$ cat src/design/sgi_pkg.sv
// Shared widths, payload types and stage structs for the segment intersection pipeline.
`default_nettype none

package sgi_pkg;

  localparam int COORD_WIDTH = 16;
  // signed difference of two coordinates
  localparam int DIFF_W      = COORD_WIDTH + 1;
  // product of two differences
  localparam int PROD_W      = 2 * DIFF_W;
  // difference of two products (den, snum, tnum)
  localparam int CROSS_W     = PROD_W + 1;
  // magnitude of a direction component
  localparam int MAG_W       = COORD_WIDTH;
  // tnum times a direction magnitude
  localparam int SCALED_W    = CROSS_W + MAG_W;
  // quotient bits: the rounded-down quotient never exceeds the magnitude
  localparam int QUO_W       = MAG_W;
  // start point plus signed rounded offset
  localparam int SUM_W       = COORD_WIDTH + 2;

  typedef struct packed {
    logic signed [COORD_WIDTH-1:0] a_start_x;
    logic signed [COORD_WIDTH-1:0] a_start_y;
    logic signed [COORD_WIDTH-1:0] a_end_x;
    logic signed [COORD_WIDTH-1:0] a_end_y;
    logic signed [COORD_WIDTH-1:0] b_start_x;
    logic signed [COORD_WIDTH-1:0] b_start_y;
    logic signed [COORD_WIDTH-1:0] b_end_x;
    logic signed [COORD_WIDTH-1:0] b_end_y;
  } seg_t;

  typedef struct packed {
    logic                          hit;
    logic signed [COORD_WIDTH-1:0] cross_x;
    logic signed [COORD_WIDTH-1:0] cross_y;
  } res_t;

  // leaves the setup stages: sign-normalized tnum and den, hit decided
  typedef struct packed {
    logic                          valid;
    logic                          hit;
    logic signed [COORD_WIDTH-1:0] p0x;
    logic signed [COORD_WIDTH-1:0] p0y;
    logic                          neg_x;
    logic                          neg_y;
    logic [MAG_W-1:0]              mag_x;
    logic [MAG_W-1:0]              mag_y;
    logic [CROSS_W-1:0]            tnum;
    logic [CROSS_W-1:0]            den;
  } setup_t;

  // one slot of the divider chain, both axes share the divisor
  typedef struct packed {
    logic                          valid;
    logic                          hit;
    logic signed [COORD_WIDTH-1:0] p0x;
    logic signed [COORD_WIDTH-1:0] p0y;
    logic                          neg_x;
    logic                          neg_y;
    logic [CROSS_W-1:0]            den;
    logic [SCALED_W-1:0]           dsh;
    logic [SCALED_W-1:0]           rem_x;
    logic [SCALED_W-1:0]           rem_y;
    logic [QUO_W-1:0]              q_x;
    logic [QUO_W-1:0]              q_y;
  } div_t;

endpackage

`default_nettype wire

$ cat src/design/sgi_scale.sv
// Scale stage: tnum times each direction magnitude, loads the divider chain.
`default_nettype none

module sgi_scale (
  input  wire logic            clk,
  input  wire logic            rst,
  input  wire logic            en,
  input  wire sgi_pkg::setup_t setup,
  output sgi_pkg::div_t        div
);

  always_ff @(posedge clk) begin
    if (rst) begin
      div.valid <= 1'b0;
    end else if (en) begin
      div.valid <= setup.valid;
    end
    if (en) begin
      div.hit   <= setup.hit;
      div.p0x   <= setup.p0x;
      div.p0y   <= setup.p0y;
      div.neg_x <= setup.neg_x;
      div.neg_y <= setup.neg_y;
      div.den   <= setup.den;
      // divisor aligned to the top quotient bit
      div.dsh   <= sgi_pkg::SCALED_W'(setup.den) << (sgi_pkg::QUO_W - 1);
      div.rem_x <= sgi_pkg::SCALED_W'(setup.tnum) * sgi_pkg::SCALED_W'(setup.mag_x);
      div.rem_y <= sgi_pkg::SCALED_W'(setup.tnum) * sgi_pkg::SCALED_W'(setup.mag_y);
      div.q_x   <= '0;
      div.q_y   <= '0;
    end
  end

endmodule

`default_nettype wire

$ cat config.mk
export PLATFORM = sky130hd
export DESIGN_NAME = sgi_scale
export DESIGN_NICKNAME = d
export VERILOG_FILES = /design/src/design/sgi_pkg.sv /design/src/design/sgi_scale.sv
export SDC_FILE = /design/constraint.sdc
export NUM_CORES = 2
export LEC_CHECK = 0
export BUFFER_PORTS_ARGS = -buffer_cell sky130_fd_sc_hd__buf_2
export CORE_MARGIN = 2
export CORE_UTILIZATION = 32
export CTS_CLUSTER_DIAMETER = 100
export DETAILED_ROUTE_END_ITERATION = 7
export GPL_ROUTABILITY_DRIVEN = 0
export GPL_TIMING_DRIVEN = 1
export PLACE_DENSITY = 0.61
export SLEW_MARGIN = 40
export SYNTH_ARGS = -nofsm -noshare
export SYNTH_HDL_FRONTEND = slang
export SYNTH_SLANG_ARGS = --single-unit
$ cat constraint.sdc
create_clock -name clk -period 6.4 [get_ports clk]
set_input_delay 0.32 -clock clk [delete_from_list [all_inputs] [get_ports clk]]
set_output_delay 0.32 -clock clk [all_outputs]
set_load 0.02 [all_outputs]
**After elaboration in Yosys (flattened, before gate mapping)**

Index checks and enable logic that the tools add are counted.

- Register bits: 173
- Output and inout port bits: 256
- Word-level logic and storage cells: 11

- $mul: 2

Operator list:

| cell | count |
|---|---|
| 35-bit by 16-bit multiplier with 51-bit output | 2 |

**Longest topological paths before layout**

- Word-level depth: 1
- Depth in mapped cells: 25

**Worst setup path before layout**

OpenSTA, ideal clock, no wires.

- Kind: input to register
- Start: input port setup[71] in the netlist's numbering
- End: register div[74] in the netlist's numbering (data pin)
- Library setup time: 0.262 ns
- Arrival time: 6.074 ns
- Data required time: 6.138 ns
- Setup slack: 0.064 ns
- Cell stages on the path: 23
- Buffers on the path: 3
- Cell sequence: clkbuf_1 -> clkbuf_1 -> nand2_1 -> fa_1 -> fa_1 -> fa_1 -> inv_1 -> fa_1 -> fa_1 -> inv_1 -> fa_1 -> inv_1 -> ha_1 -> buf_2 -> a21oi_1 -> nor2_1 -> o21ai_0 -> o311ai_2 -> a311oi_1 -> o41ai_4 -> a31oi_1 -> o21ai_1 -> xor2_1

- Word-level cells in the longest chain between the ends: 1

RTL lines:

| element | RTL line | RTL |
|---|---|---|
| start, declared | sgi_scale.sv:8 | `input wire sgi_pkg::setup_t setup,` |
| 35-bit by 16-bit multiplier with 51-bit output | sgi_scale.sv:28 | `div.rem_y <= sgi_pkg::SCALED_W'(setup.tnum) * sgi_pkg::SCALED_W'(setup.mag_y);` |
| end, declared | sgi_scale.sv:9 | `output sgi_pkg::div_t div` |

No other way between the ends.
A chain may end at the register's enable or synchronous reset.

**Worst setup path in the final report**

- Start: input port setup[53] in the netlist's numbering
- End: register div[79] in the netlist's numbering (data pin)

The elaborated chain is that of the path after synthesis.

==> flow_summary.json <==
{
  "status": "finished, final reports clean",
  "worstMarginPinSlew_ps": 791,
  "cp_common_cell": "fa_1",
  "hold_violations": 0,
  "cp.arrival_ps": 6540,
  "synth_edf_count": 172,
  "drv_cap": 0,
  "cp-startpoint": "setup[53]",
  "cts_buffer_depth": 2,
  "synthMuxAreaShare_pct": 0.0727,
  "num_vias": 31032,
  "crit-reg2reg-launch": "div[255]",
  "netlist_instances": 4401,
  "finalCritPeriodShare_pct": 97.8,
  "critPathTopFamily": "adder cells",
  "fp.dieW_um": 363,
  "fin_nets": 6359,
  "start_kind": "input pin",
  "first_iter_violations": 1763,
  "regMostFlops": "div",
  "synth_top_family_by_area": "adder cells",
  "synth-xor-area-share_pct": 1.99,
  "drive_gt1_share_pct": 17.9,
  "grt_pass1_wl_mm": 176,
  "worstReg2RegEnd": "div[255]",
  "reg_top3": "div: 173 flops",
  "multi_input_area_um2": 31100,
  "synthToLayoutAreaGrowth_pct": 19.3,
  "numCtsBuffers": 17,
  "ys_warn_count": 0,
  "nFillCells": 12867,
  "yosys_register_bits": 173,
  "min_path_type": "input pin to register",
  "syn_area_um2": 41300,
  "ys_seq_area_share_pct": 12.5,
  "grt_overflow_total": 0,
  "dr.pass1.iters": 5,
  "critical_path_class": "input pin to register",
  "r2r_cells": 3,
  "die_h_um": 363,
  "synth-compound-area-share_pct": 5.08,
  "cts_setup_buffers": 0,
  "io_pins": 397,
  "report.final.slew_viol_count": 0,
  "rows": 131,
  "crit_fanout": 15,
  "antenna_found_initial": 16,
  "wl_per_cell_um": 15.9,
  "dieArea_um2": 132000,
  "core_area_um2": 128000,
  "async_flop_share_pct": 0,
  "final_cell_mix": "969 x inv_1, 920 x fa_1, 737 x nand2_1",
  "grt_pass1_vias": 33002,
  "cts-root-buf": "clkbuf_16",
  "clk_latency_ps": 510,
  "cp.depth": 23,
  "final_common_cell": "inv_1",
  "initial_core_util_pct": 32.3,
  "htree_levels": 4,
  "synthFlopType": "edfxtp_1",
  "synth-simple-area-share_pct": 15.6,
  "grt_setup_unrepaired": "no",
  "ant_nets": 0,
  "r2r_slack_ps": 5250,
  "cpPeakStageDelay_ps": 560,
  "fin_crit_ps": 6260,
  "largest_reg_flops": 173,
  "grt_max_degree": 102,
  "crit_path_end_kind": "register",
  "cts_sinks": 173,
  "wl_mm": 107,
  "cts_tree": "done",
  "syn_area_per_cell_um2": 9.39,
  "crit_chain": "clkbuf_4 -> buf_4 -> and2_1 -> fa_1 -> inv_1 -> fa_1 -> fa_1 -> inv_1 -> fa_1 -> fa_1 -> inv_1 -> fa_1 -> inv_1 -> ha_1 -> a21o_1 -> a31oi_1 -> a21oi_1 -> a2111oi_2 -> o31a_1 -> o21ai_1 -> a21o_1 -> a311oi_2 -> xnor2_1",
  "setup_viol": 0,
  "cp_data_required_time_ps": 6680,
  "synthAdderAreaFrac_pct": 52.0,
  "final.setup_skew_ps": 0,
  "clk_pin_slew_ps": 80,
  "grt_usage_pct": 17.0,
  "slowest_stage": "fa_1",
  "ff_latch_area_um2": 5180,
  "io_buffers": 348,
  "hpwl_mm": 91.8,
  "max_freq_ghz": 0.160,
  "relSlewSlack_pct": 47.3,
  "worstSetupEndpoint": "div[79]",
  "viasPerCell": 4.61,
  "cp.buffers_inverters": 6,
  "fin_tns_setup_ps": 0,
  "drc": 0,
  "ys_types": 73
}
## synth_stat cells (all sizes together) (4+ instances only)
library cell,count,area [µm²]
o21bai,18,135
nand2b,4,25.0
nor2b,8,50.1
clkbuf,235,882
and3,12,75.1
and2,468,2930
a31o,4,35.0
fa,920,18400
ha,246,3080
buf,98,704
a21oi,105,533
a221oi,5,56.3
nand2,737,2770
o41ai,4,68.8
nor2,48,180
o21ai,56,280
xnor2,56,490
a2111oi,4,47.6
a311oi,6,58.8
nand3,24,125
nand4,22,138
a41oi,4,35.0
nor3,13,65.1
inv,969,3640
o211ai,4,35.0
xor2,38,333
a211oi,6,50.1
edfxtp,172,5160
a31oi,14,87.6
o21a,5,37.5
o31ai,5,42.5
a21o,52,390
## layout make-up
type	count	share of cell area, %
inverters	969	7.38
flip-flops and latches	173	10.5
clock buffers	17	0.863
diodes	6	0.0305
well taps	1662	4.22
repair buffers	918	13.5
clock inverters	15	0.353
multi-input cells	2973	63.2
## worst register-to-register path: stages (launching register included)
cell and delay, ps:
dfxtp_1 310, mux2i_1 120, nor2_1 60, dlygate4sd3_1 550
## cell families (layout without fill, tap and decap cells)
kind of cell             after synthesis  after routing
XOR/XNOR                              94             94
other                                  1             54
buffers and inverters               1302           1919
adder cells (fa/ha/maj)             1166           1166
flip-flops                           173            173
AND/OR/NAND/NOR                     1350           1350
AO/OA/AOI/OAI                        312            312
multiplexers                           3              3
## timing repair
action / 4_1_cts / 5_1_grt
gates resized for setup: 0 / 31
endpoints found under the setup margin: 0 / 17
hold endpoints to repair: 71 / 0
hold buffers: 72 / 0
## worst min-delay path by stage
| stage | start | end | slack, ps | cells after the start |
|---|---|---|---|---|
| floorplan | rst | div[255] | 390 | 1 |
| global placement | div[255] | div[255] | 480 | 2 |
| detailed placement | rst | div[255] | 480 | 2 |
| CTS | en | div[218] | 380 | 1 |
| global route | en | div[249] | 420 | 1 |
| finish | en | div[218] | 390 | 1 |
## metal layers
metal  share of wire, %  GRT usage, %
met4                1.7          3.94
met5               0.12             0
met2                 49          28.6
met3                5.9          3.13
met1                 44          22.7
## stage by stage
step                worst slack (ps)  hold WS [ps]  utilization [%]  cells  instance area [µm²]
detailed placement              -482           483             37.4   6623                47900
global route                    8.07           421             38.6   6728                49300
CTS                              106           382             38.5   6727                49200
floorplan                       63.8           392                -   4448                41500
finish                           142           395             38.6   6733                49300
global placement                -443           480             37.4   6623                47900
Power is not shown: default switching activity piles up to over one toggle a cycle in this logic, so the estimate is an artifact.
