File: config.mk
export PLATFORM = sky130hd
export DESIGN_NAME = sgi_div_step
export DESIGN_NICKNAME = d
export VERILOG_FILES = /design/src/design/sgi_pkg.sv /design/src/design/sgi_div_step.sv
export SDC_FILE = /design/constraint.sdc
export NUM_CORES = 1
export LEC_CHECK = 0
export BUFFER_PORTS_ARGS = -buffer_cell sky130_fd_sc_hd__buf_2
export CORE_AREA = 2 2 198 200
export CTS_CLUSTER_DIAMETER = 100
export DETAILED_ROUTE_END_ITERATION = 10
export DIE_AREA = 0 0 200 202
export HOLD_SLACK_MARGIN = 0.08
export MAX_ROUTING_LAYER = met4
export PLACE_DENSITY = 0.64
export SETUP_SLACK_MARGIN = 0.3
export SLEW_MARGIN = 20
export SYNTH_ARGS = -nofsm -noshare
export SYNTH_HDL_FRONTEND = slang
export SYNTH_SLANG_ARGS = --single-unit
File: constraint.sdc
create_clock -name clk -period 4.1 [get_ports clk]
set_input_delay 0.82 -clock clk [delete_from_list [all_inputs] [get_ports clk]]
set_output_delay 0.82 -clock clk [all_outputs]
set_load 0.05 [all_outputs]
File: src/design/sgi_pkg.sv
// Shared widths, payload types and stage structs for the segment intersection pipeline.
`default_nettype none

package sgi_pkg;

  localparam int COORD_WIDTH = 16;
  // signed difference of two coordinates
  localparam int DIFF_W      = COORD_WIDTH + 1;
  // product of two differences
  localparam int PROD_W      = 2 * DIFF_W;
  // difference of two products (den, snum, tnum)
  localparam int CROSS_W     = PROD_W + 1;
  // magnitude of a direction component
  localparam int MAG_W       = COORD_WIDTH;
  // tnum times a direction magnitude
  localparam int SCALED_W    = CROSS_W + MAG_W;
  // quotient bits: the rounded-down quotient never exceeds the magnitude
  localparam int QUO_W       = MAG_W;
  // start point plus signed rounded offset
  localparam int SUM_W       = COORD_WIDTH + 2;

  typedef struct packed {
    logic signed [COORD_WIDTH-1:0] a_start_x;
    logic signed [COORD_WIDTH-1:0] a_start_y;
    logic signed [COORD_WIDTH-1:0] a_end_x;
    logic signed [COORD_WIDTH-1:0] a_end_y;
    logic signed [COORD_WIDTH-1:0] b_start_x;
    logic signed [COORD_WIDTH-1:0] b_start_y;
    logic signed [COORD_WIDTH-1:0] b_end_x;
    logic signed [COORD_WIDTH-1:0] b_end_y;
  } seg_t;

  typedef struct packed {
    logic                          hit;
    logic signed [COORD_WIDTH-1:0] cross_x;
    logic signed [COORD_WIDTH-1:0] cross_y;
  } res_t;

  // leaves the setup stages: sign-normalized tnum and den, hit decided
  typedef struct packed {
    logic                          valid;
    logic                          hit;
    logic signed [COORD_WIDTH-1:0] p0x;
    logic signed [COORD_WIDTH-1:0] p0y;
    logic                          neg_x;
    logic                          neg_y;
    logic [MAG_W-1:0]              mag_x;
    logic [MAG_W-1:0]              mag_y;
    logic [CROSS_W-1:0]            tnum;
    logic [CROSS_W-1:0]            den;
  } setup_t;

  // one slot of the divider chain, both axes share the divisor
  typedef struct packed {
    logic                          valid;
    logic                          hit;
    logic signed [COORD_WIDTH-1:0] p0x;
    logic signed [COORD_WIDTH-1:0] p0y;
    logic                          neg_x;
    logic                          neg_y;
    logic [CROSS_W-1:0]            den;
    logic [SCALED_W-1:0]           dsh;
    logic [SCALED_W-1:0]           rem_x;
    logic [SCALED_W-1:0]           rem_y;
    logic [QUO_W-1:0]              q_x;
    logic [QUO_W-1:0]              q_y;
  } div_t;

endpackage

`default_nettype wire

File: src/design/sgi_div_step.sv
// One restoring-division step for both axes: one quotient bit per stage.
`default_nettype none

module sgi_div_step (
  input  wire logic          clk,
  input  wire logic          rst,
  input  wire logic          en,
  input  wire sgi_pkg::div_t prev,
  output sgi_pkg::div_t      next
);

  logic ge_x, ge_y;

  always_comb begin
    ge_x = (prev.rem_x >= prev.dsh);
    ge_y = (prev.rem_y >= prev.dsh);
  end

  always_ff @(posedge clk) begin
    if (rst) begin
      next.valid <= 1'b0;
    end else if (en) begin
      next.valid <= prev.valid;
    end
    if (en) begin
      next.hit   <= prev.hit;
      next.p0x   <= prev.p0x;
      next.p0y   <= prev.p0y;
      next.neg_x <= prev.neg_x;
      next.neg_y <= prev.neg_y;
      next.den   <= prev.den;
      next.dsh   <= prev.dsh >> 1;
      next.rem_x <= ge_x ? (prev.rem_x - prev.dsh) : prev.rem_x;
      next.rem_y <= ge_y ? (prev.rem_y - prev.dsh) : prev.rem_y;
      next.q_x   <= {prev.q_x[sgi_pkg::QUO_W-2:0], ge_x};
      next.q_y   <= {prev.q_y[sgi_pkg::QUO_W-2:0], ge_y};
    end
  end

endmodule

`default_nettype wire

Word-level counts from Yosys, hierarchy flattened
Index checks and enable logic that the tools add are counted.
- register bits after elaboration: 255
- bits in latches: 0
- memory bits (writable): 0
- ROM bits: 0
- output and inout bits: 256
- memories: 0
- add/subtract/negate cells: 2
- multiply operators: 0
- divide/modulo/power cells: 0
- order comparisons: 2
- eq/ne operators: 0
- shift-type cells: 0
- multiplexer cells: 2
- bitwise gates (word level): 0
- reduce and logical (&&, ||, !) cells: 0
- operators by type and width (kind ; count):
    >= comparator 51 bit ; 2
    two-way mux 51 bit ; 2
    subtractor 51 bit ; 2

Depth between registers and ports, before layout
Gate-level depths: netlist of the first run.
- depth after elaboration: 2
- depth in mapped cells: 14
- mapped depth without buffers: 13

Least setup slack after synthesis of the first run
Ideal clock, no wire load.
- path kind: input port to flip-flop
- start: in prev[135] (netlist name)
- end: reg next[43] (netlist name), data pin
- arrival time: 3.349 ns
- required time: 3.838 ns
- setup slack: 0.489 ns
- cell stages on the path: 13
- path buffers: 2
- path through: inv_1 > ha_1 > nor2b_1 > o21bai_4 > a31oi_4 > o2111ai_2 > a311oi_2 > a31oi_2 > nor3_2 > a41o_1 > buf_6 > buf_12 > mux2_1
- cells in the longest elaborated chain, start to end: 2
- ends and longest elaborated chain (item ; RTL line ; RTL):
    from (decl) ; sgi_div_step.sv:8 ; input wire sgi_pkg::div_t prev,
    subtractor 51 bit / >= comparator 51 bit (equally long branches) ; sgi_div_step.sv:34, sgi_div_step.sv:16 ;
    two-way mux 51 bit (*) ; sgi_div_step.sv:34 ; next.rem_y <= ge_y ? (prev.rem_y - prev.dsh) : prev.rem_y;
    to (decl) ; sgi_div_step.sv:9 ; output sgi_pkg::div_t next
Every way passes the cells marked *; elsewhere a longest branch is shown, timed or not.
A chain may end at the register's enable or synchronous reset.

Final worst setup path of the first run
- start: in prev[135] (netlist name)
- end: reg next[33] (netlist name), data pin
The elaborated chain is that of the path after synthesis.

==> results.py, run 1 <==
metrics = {
    "global_routing": {
        "met2_usage_pct": 44.3,
        "first_global_vias": 13315,
        "gr-usage-all-layers_pct": 26.0,
        "antenna_found_initial": 19,
        "grt-busiest-layer": "met2",
        "grt_max_degree": 73,
        "gr-total-overflow": 0,
        "use_met1_pct": 30.1,
        "grt_use_met3_pct": 5.09,
        "grt_pass1_wl_um": 76700,
    },
    "final_layout": {
        "top_regs": "next (255)",
        "nNetsFinal": 2340,
        "fillers": 3500,
        "largest_reg_flops": 255,
        "regMostFlops": "next",
        "area_growth_pct": 29.3,
        "multi_input_area_um2": 7160,
        "seqCellArea_um2": 7650,
        "drive_above_1_share_pct": 34.5,
    },
    "power": {
        "irDropWorstVdd_uv": 321,
        "pwr_density_cell_nw_per_um2": 447,
        "p_leak_nw": 8.78,
    },
    "synthesis": {
        "synthMostInstantiatedCell": "edfxtp_1",
        "ys_seq_elements": 255,
        "avgSynthCellArea_um2": 10.9,
        "syn_nets": 1780,
        "synthTopCellsByArea": "edfxtp_1 49%, ha_1 8.3%, a21oi_1 5.6%",
        "synth_cell_types": 80,
        "async_flop_share_pct": 0,
        "yosys_warnings": 0,
        "yosysTopAreaCell": "edfxtp_1",
        "syn_inst": 1417,
        "synth_edf_count": 254,
        "ys_seq_area_share_pct": 49.5,
        "synth_commonest_cells": "254 x edfxtp_1, 174 x a21oi_1, 114 x nor2_1, 102 x ha_1, 97 x nand2_1",
        "synthesis.area_um2": 15500,
        "synth_top_area_share_pct": 49.4,
        "synthFlopType": "edfxtp_1",
    },
    "floorplan": {
        "fp.dieH_um": 202,
        "coreArea_um2": 38300,
        "pin_count": 515,
        "start_util_pct": 40.4,
        "design.die.area_um2": 40400,
        "rows": 72,
        "dieWidth_um": 200,
    },
    "timing": {
        "fmax_mhz": 272,
        "hold_violations": 0,
        "fin_worst_skew_ns": 0,
        "fin_ws_ns": 0.418,
        "post-route-period-util_pct": 89.8,
        "period_needed_ns": 3.68,
        "relSlewSlack_pct": 48.7,
        "rsz0062_at_grt": "false",
        "drv_slew": 0,
        "setup_tns_ns": 0,
        "setup_viol": 0,
        "worst_pin_slew_ns": 0.763,
    },
    "worst_setup_path": {
        "path_class": "in -> reg",
        "path_max_fanout": 33,
        "start_kind": "primary input",
        "cp-end-kind": "register",
        "worstPathArrival_ns": 3.99,
        "worst_ep_required_time_ns": 4.41,
    },
    "detailed_routing": {
        "drc": 0,
        "dr.pass1.iters": 5,
        "viasPerCell": 5.27,
        "drtIter0Drc": 749,
        "ant_nets": 0,
        "avgRoutedWirePerCell_um": 20.8,
        "vias": 13338,
        "routed_wl_um": 52700,
    },
    "cts": {
        "root_buffer": "clkbuf_16",
        "numCtsBuffers": 29,
        "clock_sinks": 255,
        "clockBufferDepth": 3,
        "htree_levels": 1,
        "worstSkewPairLatency_ns": 0.57,
        "clk_pin_slew_worst_paths_ns": 0.06,
        "hold_buffers": 0,
        "tritoncts": "yes",
        "cts_setup_buffers": 0,
    },
    "place": {
        "place_congestion": 0.919,
        "dp_slack_ns": -0.269,
        "port_buffers": 511,
        "dpl.hpwl_um": 43300,
    },
    "hold_path": {
        "hp-class": "in -> reg",
    },
    "run_status": {
        "status": "finished clean",
    },
    "job": {
        "cap_viol_max_count": 0,
    },
}
## path summary, 6_finish.rpt
check,startpoint,to,slack [ns],depth (start not counted)
hold reg to reg,next[255]$_SDFFE_PP0P_,next[255]$_SDFFE_PP0P_,0.51,2
hold / removal,rst,next[255]$_SDFFE_PP0P_,0.40,2
setup reg to reg,next[255]$_SDFFE_PP0P_,next[255]$_SDFFE_PP0P_,3.51,2
setup / recovery,prev[135],next[33]$_DFFE_PP_,0.42,14
## metal layers
metal / share of wire [%] / vias to the layer above / wire length (µm)
li1: - / 6410 / -
met1: 39 / 6335 / 20800
met2: 50 / 512 / 26400
met3: 7.4 / 81 / 3900
met4: 3.2 / 0 / 1710
met5: 0 / - / 0
## report_power, final
| group | total, mW | internal (mW) | switching, mW |
|---|---|---|---|
| Combinational | 2.97 | 0.918 | 2.05 |
| Sequential | 3.29 | 3.21 | 0.0793 |
| Clock | 2.66 | 1.55 | 1.11 |
| Total | 8.92 | 5.68 | 3.24 |
## repair_timing
action	CTS	global route
hold endpoints to repair	0	0
gates resized for setup	0	1
setup endpoints to repair	0	32
## cell families (layout without fill, tap and decap cells)
kind of cell	Yosys count	count (layout)	synth area share, %
compound gates	411	411	17.1
xor+xnor	89	89	5.04
fa+ha+maj	104	104	8.52
buf+inv	148	730	4.27
flops	255	255	49.5
mux	60	60	5.02
other cells	1	15	0.0243
simple gates	349	349	10.5
## cell usage in the layout (no fill, tap or decap), types with 27 or more instances in the layout
cell type	n
mux2_1	27
o21ai_0	57
nand4_1	34
a21oi_1	174
ha_1	102
xor2_1	31
mux2_4	28
xnor2_1	58
buf_4	70
inv_1	92
edfxtp_1	254
nand2_1	97
nor2_1	114
buf_2	510
nand3_1	29
clkbuf_16	29
a21o_1	36
## layout make-up
class                           instances  share of cell area, %
Clock inverter                         23                   1.21
Tap cell                              518                   3.24
Multi-Input combinational cell       1014                   35.8
Antenna cell                           14                  0.175
Clock buffer                           30                   3.65
Inverter                               92                   1.73
Timing Repair Buffer                  585                   15.9
Sequential cell                       255                   38.3
## critical path: stages
cell       delay (ns)
buf_2            0.10
inv_1            0.12
ha_1             0.32
nor2b_1          0.26
o21bai_4         0.10
a31oi_4          0.28
o2111ai_2        0.28
a311oi_2         0.32
buf_4            0.17
a31oi_2          0.12
nor3_2           0.16
a41o_2           0.26
buf_12           0.24
mux2_1           0.35
## metrics by stage
stage               hold WS (ns)  instances  area (µm²)  power [mW]  util [%]
floorplan                  0.733       1417       15500        5.43         -
global placement           0.471       2464       19000        6.28      49.5
detailed placement         0.498       2464       19000        6.30      49.5
CTS                        0.367       2517       19900        8.99      52.1
global route               0.389       2531       20000        9.32      52.2
finish                     0.398       2531       20000        8.92      52.2
(Power assumes the default switching activity.)
==> run 2, diff against run 1 <==
--- a/config.mk
+++ b/config.mk
@@ -7,10 +7,11 @@
 export LEC_CHECK = 0
+export ABC_AREA = 1
 export BUFFER_PORTS_ARGS = -buffer_cell sky130_fd_sc_hd__buf_2
-export CORE_AREA = 2 2 198 200
+export CORE_AREA = 2 2 200 202
 export CTS_CLUSTER_DIAMETER = 100
 export DETAILED_ROUTE_END_ITERATION = 10
-export DIE_AREA = 0 0 200 202
+export DIE_AREA = 0 0 202 204
 export HOLD_SLACK_MARGIN = 0.08
 export MAX_ROUTING_LAYER = met4
-export PLACE_DENSITY = 0.64
+export PLACE_DENSITY = 0.71
 export SETUP_SLACK_MARGIN = 0.3
==> constraint.sdc (replaced) <==
create_clock -name clk -period 4.1 [get_ports clk]
set_input_delay 0.205 -clock clk [delete_from_list [all_inputs] [get_ports clk]]
set_output_delay 0.205 -clock clk [all_outputs]
set_load 0.05 [all_outputs]
==> run 2 against run 1 <==
  * Register-to-register slack got worse by 0.67 ns
  * Non-clock buffer count rose by 190
  * Combinational power rose by 13%
  * Largest cell class is now multi-input combinational cells
  * Critical path type unchanged
  * Critical endpoint is now next[52]$_DFFE_PP_
  * Count of clock-buffer cells in the layout rose by 2
  * Via count rose by 46%
  * Flip-flop and latch count did not move
  * Die area rose by 2.0%
  * Routed wire length rose by 42%
  * First-iteration DRC count rose by 95%
==> results.py, run 2 <==
metrics = {
    "timing": {
        "period_needed_ns": 3.10,
        "fin_ws_ns": 1.00,
        "drv_slew": 0,
        "whs_ns": 0.0965,
        "fmax_mhz": 323,
        "setup_viol": 0,
        "worst_pin_slew_ns": 0.909,
        "post-route-period-util_pct": 75.5,
        "rsz0062_at_grt": "false",
        "fin_worst_skew_ns": 0,
        "hold_violations": 0,
        "relSlewSlack_pct": 39.4,
        "setup_tns_ns": 0,
    },
    "cts": {
        "htree_levels": 1,
        "worstSkewPairLatency_ns": 0.56,
        "root_buffer": "clkbuf_16",
        "clockBufferDepth": 3,
        "clock_sinks": 255,
        "tritoncts": "yes",
        "cts_setup_buffers": 0,
        "numCtsBuffers": 27,
        "clk_pin_slew_worst_paths_ns": 0.07,
        "ctsResizeCount": 0,
    },
    "detailed_routing": {
        "avgRoutedWirePerCell_um": 19.5,
        "ant_nets": 0,
        "vias": 19537,
        "drtIter0Drc": 1461,
        "drc": 0,
        "viasPerCell": 5.06,
        "routed_wl_um": 75100,
        "dr.pass1.iters": 6,
    },
    "worst_setup_path": {
        "r2r_start": "next[255]$_SDFFE_PP0P_",
        "cp.buffers_inverters": 5,
        "slowest_stage": "dlygate4sd3_1",
        "worstPathArrival_ns": 3.41,
        "crit_family": "simple AND/OR/NAND/NOR gates",
        "path_class": "in -> reg",
        "path_max_fanout": 25,
        "worst_ep_required_time_ns": 4.41,
        "start_kind": "primary input",
        "regToRegSetupSlack_ns": 2.84,
        "cp-end-kind": "register",
        "slowest_delay_ns": 0.52,
        "reg2regPathDepth": 3,
        "crit_chain": "dlygate4sd3_1 > buf_2 > inv_1 > ha_1 > nand2_1 > nor2_1 > inv_2 > nor2_1 > nand2_1 > nor2_2 > nand2_4 > nand3_4 > buf_4 > o21ai_0",
        "rr_endpoint": "next[255]$_SDFFE_PP0P_",
    },
    "power": {
        "irDropWorstVdd_uv": 382,
        "p_leak_nw": 13.3,
        "pwr_density_cell_nw_per_um2": 372,
    },
    "final_layout": {
        "top_regs": "next (255)",
        "final_area_um2": 25100,
        "regMostFlops": "next",
        "final_common_cell": "nand2_1",
        "nNetsFinal": 3666,
        "largest_reg_flops": 255,
        "drive_above_1_share_pct": 19.4,
        "final_cell_mix": "952 x nand2_1, 545 x inv_1, 510 x buf_2, 254 x edfxtp_1, 251 x dlygate4sd3_1",
        "area_growth_pct": 36.3,
        "fin_util_pct": 64.1,
    },
    "global_routing": {
        "gr-usage-all-layers_pct": 36.4,
        "gr-total-overflow": 0,
        "grt_max_degree": 110,
        "antenna_found_initial": 9,
        "first_global_vias": 19380,
        "grt_pass1_wl_um": 110000,
    },
    "floorplan": {
        "dieWidth_um": 202,
        "pin_count": 515,
        "coreArea_um2": 39200,
        "fp.dieH_um": 204,
        "design.die.area_um2": 41200,
        "start_util_pct": 47.1,
        "rows": 73,
    },
    "place": {
        "dpl.hpwl_um": 58400,
        "dp_slack_ns": 1.03,
        "place_congestion": 0.988,
        "port_buffers": 511,
        "place_area_um2": 21600,
    },
    "synthesis": {
        "synth_cell_types": 41,
        "syn_inst": 2529,
        "syn_nets": 2892,
        "synthFlopType": "edfxtp_1",
        "synthTopCellsByArea": "edfxtp_1 41%, nand2_1 19%, inv_1 11%",
        "yosys_warnings": 0,
        "synthesis.area_um2": 18400,
        "ys_seq_elements": 255,
        "yosysTopAreaCell": "edfxtp_1",
        "synth_commonest_cells": "952 x nand2_1, 545 x inv_1, 254 x edfxtp_1, 153 x nor2_1, 102 x ha_1",
        "async_flop_share_pct": 0,
        "avgSynthCellArea_um2": 7.29,
        "synthMostInstantiatedCell": "nand2_1",
        "synth_edf_count": 254,
        "ys_seq_area_share_pct": 41.5,
        "synth_top_area_share_pct": 41.4,
    },
    "hold_path": {
        "hp-class": "in -> reg",
        "min_to": "next[99]$_DFFE_PP_",
        "hold_depth": 3,
        "hold_path.startpoint": "prev[99]",
    },
    "job": {
        "cap_viol_max_count": 0,
    },
    "run_status": {
        "status": "finished clean",
    },
}
==> run 2: report_power, final <==
part	internal [mW]	switching (mW)	total (mW)	leakage (nW)
Sequential	3.21	0.0913	3.30	2.49
Clock	1.57	1.12	2.69	0.450
Combinational	0.948	2.42	3.37	10.3
==> run 2: how the worst max path moves through the flow <==
stage                         start                  end  slack [ns]  depth (start not counted)
after detailed placement  prev[171]   next[52]$_DFFE_PP_        1.03                         13
after floorplan           prev[159]  next[124]$_DFFE_PP_        2.04                         14
after global routing      prev[171]   next[44]$_DFFE_PP_        0.87                         14
final                     prev[171]   next[52]$_DFFE_PP_        1.00                         14
after global placement    prev[171]   next[33]$_DFFE_PP_        1.08                         13
after CTS                 prev[171]   next[52]$_DFFE_PP_        1.07                         14
==> run 2: cells by family after synthesis <==
| group | count (synthesis) | synth area share (%) |
|---|---|---|
| AND/OR/NAND/NOR | 1376 | 32.0 |
| buffers and inverters | 597 | 12.5 |
| flip-flops | 255 | 41.5 |
| AO/OA/AOI/OAI | 137 | 4.04 |
| adder cells (fa/ha/maj) | 104 | 7.14 |
| XOR/XNOR | 58 | 2.75 |
| other | 1 | 0.0203 |
| multiplexers | 1 | 0.0543 |
==> run 2: layout make-up <==
type	instances	area, µm²
diodes	11	27.5
clock buffers	32	714
clock inverters	18	238
fillers	3413	14100
inverters	567	2130
multi-input cells	1677	8490
flip-flops and latches	255	7650
well taps	525	657
repair buffers	775	5230
==> run 2: stage by stage <==
stage / total power, mW / std cells
finish: 9.36 / 3860
global route: 9.71 / 3860
CTS: 9.26 / 3849
detailed placement: 6.45 / 3548
global placement: 6.42 / 3548
floorplan: 5.50 / 2529
==> run 2: timing repair <==
| action | in CTS | in global routing |
|---|---|---|
| setup endpoints to repair | 0 | 0 |
| hold buffers | 251 | 0 |
| hold endpoints to repair | 250 | 0 |
==> run 2: worst register-to-register path, delay by kind of cell, from the launching register on <==
family	cells	cell delay, ns
muxes	1	0.10
buffers and inverters	1	0.57
DFF	1	0.40
and+or+nand+nor	1	0.13
==> run 2: per-layer routing <==
layer,wire (µm),part of all wire [%],global-route usage [%]
met4,4080,5.4,17.1
met5,0,0,-
met3,4730,6.3,3.78
met1,28800,38,41.5
met2,37500,50,64.4
